==> config.mk <==
export PLATFORM = sky130hd
export DESIGN_NAME = olb_ctrl
export DESIGN_NICKNAME = d
export VERILOG_FILES = /design/src/design/olb_pkg.sv /design/src/design/olb_ctrl.sv
export SDC_FILE = /design/constraint.sdc
export NUM_CORES = 1
export LEC_CHECK = 0
export ABC_CLOCK_PERIOD_IN_PS = 2000
export BUFFER_PORTS_ARGS = -buffer_cell sky130_fd_sc_hd__buf_2
export CORE_ASPECT_RATIO = 0.75
export CORE_MARGIN = 3
export CORE_UTILIZATION = 47
export DETAILED_ROUTE_END_ITERATION = 10
export HOLD_SLACK_MARGIN = 0.1
export MAX_ROUTING_LAYER = met4
export PLACE_DENSITY_LB_ADDON = 0.05
export SETUP_SLACK_MARGIN = 0.15
export SLEW_MARGIN = 10
export SYNTH_ARGS = -nofsm -noshare
export SYNTH_HDL_FRONTEND = slang
export SYNTH_SLANG_ARGS = --single-unit
==> constraint.sdc <==
create_clock -name clock -period 2 [get_ports clock]
set_input_delay 0.1 -clock clock [delete_from_list [all_inputs] [get_ports clock]]
set_output_delay 0.1 -clock clock [all_outputs]
set_load 0.05 [all_outputs]
==> src/design/olb_pkg.sv <==
// Shared types and constants of the optimal line breaker.
// Field widths, register index and the command and status words between
// controller and datapath. Depends on nothing.
package olb_pkg;

   localparam int MaxBoxesDefault = 64;
   localparam int LenBits         = 16;
   localparam int IndexBits       = 6;
   localparam int GlueBits        = 24;
   localparam int CostBits        = 48;
   localparam int CsrAddrBits     = 3;
   localparam int CsrDataBits     = 32;
   localparam logic CsrLineWidth  = 1'b0;

   typedef struct packed {
      logic load;
      logic dp_init;
      logic row_rd;
      logic row_ld;
      logic cell_rd;
      logic cell_wb;
      logic cell_p;
      logic mul1;
      logic mul2;
      logic mul3;
      logic mul4;
      logic sum;
      logic pick;
      logic tb_init;
      logic tb_rd;
      logic tb_chk;
      logic div_start;
      logic emit_rd;
      logic emit;
      logic tb_next;
      logic done;
   } olb_cmd_type;

   typedef struct packed {
      logic row_end;
      logic w_zero;
      logic brk;
      logic tb_final;
      logic before_nz;
      logic div_busy;
      logic slot_free;
      logic emit_end;
      logic line_last;
   } olb_sts_type;

endpackage

==> src/design/olb_ctrl.sv <==
// Sequencer of the optimal line breaker: load, table pass, trace back, emit.
// Depends on olb_pkg.
module olb_ctrl (
   input  logic                clock,
   input  logic                reset,
   input  logic                req_valid,
   input  logic                req_last,
   output logic                req_ready,
   input  olb_pkg::olb_sts_type sts,
   output olb_pkg::olb_cmd_type cmd
);
   import olb_pkg::*;

   typedef enum logic [21:0] {
      S_IDLE    = 22'h000001,
      S_DP_INIT = 22'h000002,
      S_ROW_RD  = 22'h000004,
      S_ROW_LD  = 22'h000008,
      S_C_RD    = 22'h000010,
      S_C_WB    = 22'h000020,
      S_C_P     = 22'h000040,
      S_M1      = 22'h000080,
      S_M2      = 22'h000100,
      S_M3      = 22'h000200,
      S_M4      = 22'h000400,
      S_SUM     = 22'h000800,
      S_PICK    = 22'h001000,
      S_TB_INIT = 22'h002000,
      S_TB_RD   = 22'h004000,
      S_TB_CHK  = 22'h008000,
      S_DIV_S   = 22'h010000,
      S_DIV_W   = 22'h020000,
      S_E_RD    = 22'h040000,
      S_E_OUT   = 22'h080000,
      S_E_NEXT  = 22'h100000,
      S_DONE    = 22'h200000
   } olb_state_type;

   olb_state_type state_ff, state_in;

   always_comb begin
      state_in = state_ff;
      unique case (state_ff)
         S_IDLE:    if (req_valid && req_last) begin
                       state_in = S_DP_INIT;
                    end
         S_DP_INIT: state_in = S_ROW_RD;
         S_ROW_RD:  state_in = S_ROW_LD;
         S_ROW_LD:  state_in = S_C_RD;
         S_C_RD:    state_in = S_C_WB;
         S_C_WB:    state_in = S_C_P;
         S_C_P:     state_in = S_M1;
         S_M1:      state_in = S_M2;
         S_M2:      state_in = S_M3;
         S_M3:      state_in = S_M4;
         S_M4:      state_in = S_SUM;
         S_SUM:     state_in = S_PICK;
         S_PICK: begin
            priority if (!sts.row_end) begin
               state_in = S_C_RD;
            end else if (sts.w_zero) begin
               state_in = S_TB_INIT;
            end else begin
               state_in = S_ROW_RD;
            end
         end
         S_TB_INIT: state_in = S_TB_RD;
         S_TB_RD:   state_in = S_TB_CHK;
         S_TB_CHK: begin
            priority if (sts.brk && sts.before_nz) begin
               state_in = S_DIV_S;
            end else if (sts.brk || sts.tb_final) begin
               state_in = S_E_RD;
            end else begin
               state_in = S_TB_RD;
            end
         end
         S_DIV_S:   state_in = S_DIV_W;
         S_DIV_W:   if (!sts.div_busy) begin
                       state_in = S_E_RD;
                    end
         S_E_RD:    state_in = S_E_OUT;
         S_E_OUT: begin
            priority if (!sts.slot_free) begin
               state_in = S_E_OUT;
            end else if (!sts.emit_end) begin
               state_in = S_E_RD;
            end else if (sts.line_last) begin
               state_in = S_DONE;
            end else begin
               state_in = S_E_NEXT;
            end
         end
         S_E_NEXT:  state_in = S_TB_RD;
         S_DONE:    state_in = S_IDLE;
         default:   state_in = S_IDLE;
      endcase
   end

   always_ff @(posedge clock) begin
      if (reset) begin
         state_ff <= S_IDLE;
      end else begin
         state_ff <= state_in;
      end
   end

   assign req_ready = state_ff == S_IDLE;

   always_comb begin
      cmd           = '0;
      cmd.load      = (state_ff == S_IDLE) && req_valid;
      cmd.dp_init   = state_ff == S_DP_INIT;
      cmd.row_rd    = state_ff == S_ROW_RD;
      cmd.row_ld    = state_ff == S_ROW_LD;
      cmd.cell_rd   = state_ff == S_C_RD;
      cmd.cell_wb   = state_ff == S_C_WB;
      cmd.cell_p    = state_ff == S_C_P;
      cmd.mul1      = state_ff == S_M1;
      cmd.mul2      = state_ff == S_M2;
      cmd.mul3      = state_ff == S_M3;
      cmd.mul4      = state_ff == S_M4;
      cmd.sum       = state_ff == S_SUM;
      cmd.pick      = state_ff == S_PICK;
      cmd.tb_init   = state_ff == S_TB_INIT;
      cmd.tb_rd     = state_ff == S_TB_RD;
      cmd.tb_chk    = state_ff == S_TB_CHK;
      cmd.div_start = state_ff == S_DIV_S;
      cmd.emit_rd   = state_ff == S_E_RD;
      cmd.emit      = (state_ff == S_E_OUT) && sts.slot_free;
      cmd.tb_next   = state_ff == S_E_NEXT;
      cmd.done      = state_ff == S_DONE;
   end
endmodule

==> results.ini <==
[sta]
setup_slack_ps=-211
rsz0062_at_grt=yes
setup_violations=38
min_period_over_period_pct=111
clock_skew_ps=1.50
slew_headroom_pct=53.0
worst_slew_pin_slew_ps=695
drv_slew=0
finalCriticalPeriod_ps=2210
fmax_ghz=0.452
fin_setup_tns_ps=-4600
hold_viol_final=0
timing.hold.ws_ps=131

[synthesis]
ys_async_sr_fraction_pct=0
synth_ff_type=dfxtp_1
synth.distinct_cells=50
yosysTopAreaCellShare_pct=32.4
synth_edf_count=0
synth_top_area_cell=dfxtp_1
netlist_instances=164
syn-cell-area_um2=1360
synth_most_common_cell=dfxtp_1
yosys_warnings=0
syn_avg_cell_area_um2=8.29
yosysSeqAreaShare_pct=32.4
ys_ff_latch=22
ys_top_cells_by_count=dfxtp_1 (22), nor2_1 (16), nand2_1 (12)
syn_nets=177
synth_area_leaders=dfxtp_1 (32%), nor2_1 (4.4%), and3_1 (3.7%)

[finish]
stdcell_count=282
nNetsFinal=261
area_growth_pct=82.6
largest_reg_flops=22
drive_gt1_share_pct=63.0
top_regs=state_ff: 22 flops
antenna-diode-count=0
regMostFlops=state_ff

[power_and_ir_drop]
p_sw_w=0.000317
p_sw_share_pct=31.3
p_seq_share_pct=44.2
power_density_nw_per_um2=409
ir_drop_mv=0.442
combPwrFrac_pct=27.9
power.total_w=0.00101
power.share.clock_pct=27.9
p_int_w=0.000697
p_leak_nw=0.998

[floorplanning]
die_w_um=68.1
fp.coreArea_um2=2680
fp-row-count=16
num_io_pins=35
die-height_um=52.6
initial_core_util_pct=50.7
dieArea_um2=3580

[place]
io_buffer_count=34
gp_congestion=1.00
placed_cells=259
place.detailed.hpwl_mm=3.33

[cts]
root_buffer=clkbuf_8
clk_pin_slew_ps=80
cts_tree=built
cts_max_level=1
clk_path_buf_depth=2
clkLatencyLatePin_ps=260
cts.sinks=22
cts_buffers=3

[routing]
viasPerCell=6.68
wire_per_inst_um=22.6
postRouteWirelength_mm=6.38
final_antenna_net_count=0
drc=0
drt_pre_antenna_iters=5
vias=1884
drt_iter0_drc=164

[global_routing]
overflow=0
grt_pass1_vias=1609
grtUsageTotal_pct=29.9
grt_max_degree=12
grt_pass1_wl_mm=7.72
antenna_found_initial=0

[worst_hold_path]
worstHoldPathType=input pin to register

[status]
violations=setup timing
status=complete, but fails checks

[worst_setup_path]
start_kind=register
crit_fanout=4
crit_required_ps=1900
path_class=register to output port
end_kind=output port
crit_arrival_ps=2110

[job]
drv_cap=0

## placed cells by master (no fill, tap or decap), drive strengths merged, types with 3 or more instances in the layout
| cell type | netlist | layout |
|---|---|---|
| nand2b | 7 | 7 |
| nor3b | 3 | 3 |
| nor3 | 12 | 12 |
| and4b | 3 | 3 |
| a21oi | 4 | 4 |
| and2 | 5 | 5 |
| o21ai | 5 | 5 |
| nor2 | 16 | 16 |
| and3 | 8 | 8 |
| nand3b | 3 | 3 |
| buf | 3 | 81 |
| nand4 | 4 | 4 |
| nor2b | 4 | 4 |
| inv | 7 | 7 |
| a211oi | 3 | 3 |
| xor2 | 3 | 3 |
| nand2 | 12 | 12 |
| nor4 | 11 | 11 |
| clkbuf | 1 | 3 |
| dfxtp | 22 | 22 |
## metal layers
metal  part of all wire (%)  track usage (%)
met4                    6.5             6.60
met2                     44             46.7
met3                     10             5.36
met1                     40             40.4
met5                      0                -
## power by group through the flow
stage / Clock, W / Sequential, W / Combinational [W]
after floorplan: 0 / 0.000459 / 0.000118
after CTS: 0.000276 / 0.000448 / 0.000222
after global placement: 0 / 0.000459 / 0.000194
after detailed placement: 0 / 0.000459 / 0.000199
final: 0.000283 / 0.000449 / 0.000283
after global routing: 0.000301 / 0.000449 / 0.000293
## metrics by stage
stage          util [%]  area (um^2)  worst slack, ps
3_3_place_gp       70.8         1900             43.7
6_report           92.5         2480             -211
4_1_cts            81.7         2190             -153
3_5_place_dp       70.8         1900             20.8
2_1_floorplan         -         1490             -286
5_1_grt            92.5         2480             -275
## path summary, 6_finish.rpt
path,start,to,slack [ps],cells after the start
hold / removal,sts[8],state_ff[2],130,3
setup / recovery,state_ff[5],cmd[5],-210,4
hold reg to reg,state_ff[11],state_ff[11],640,2
setup reg to reg,state_ff[5],state_ff[1],-180,7
## cells by family (layout without fill, tap and decap cells)
logic type	after synthesis	after routing	synth area share [%]
AND/OR/NAND/NOR	104	104	49.2
AO/OA/AOI/OAI	23	23	12.4
flip-flops	22	22	32.4
buffers and inverters	11	93	3.41
XOR/XNOR	4	4	2.58
## critical path, cell delays in order, from the launching register on
cell and delay (ps):
dfxtp_4 370, or4_4 560, or3_4 410, and4bb_4 360, buf_8 150
## repair_timing
action,4_1_cts,5_1_grt
buffers inserted,9,9
pin swaps,10,22
hold buffers,2,0
hold endpoints to repair,4,0
gates resized for setup,49,61
setup endpoints to repair,43,43
cloned,0,0
## cell type report
| cell class | count | area (um^2) |
|---|---|---|
| clock buffers | 3 | 41.3 |
| fillers | 93 | 201 |
| inverters | 7 | 26.3 |
| multi-input cells | 131 | 1190 |
| flip-flops and latches | 22 | 452 |
| well taps | 36 | 45.0 |
| repair buffers | 83 | 722 |
Note: power is estimated with default switching activity, not from simulation.
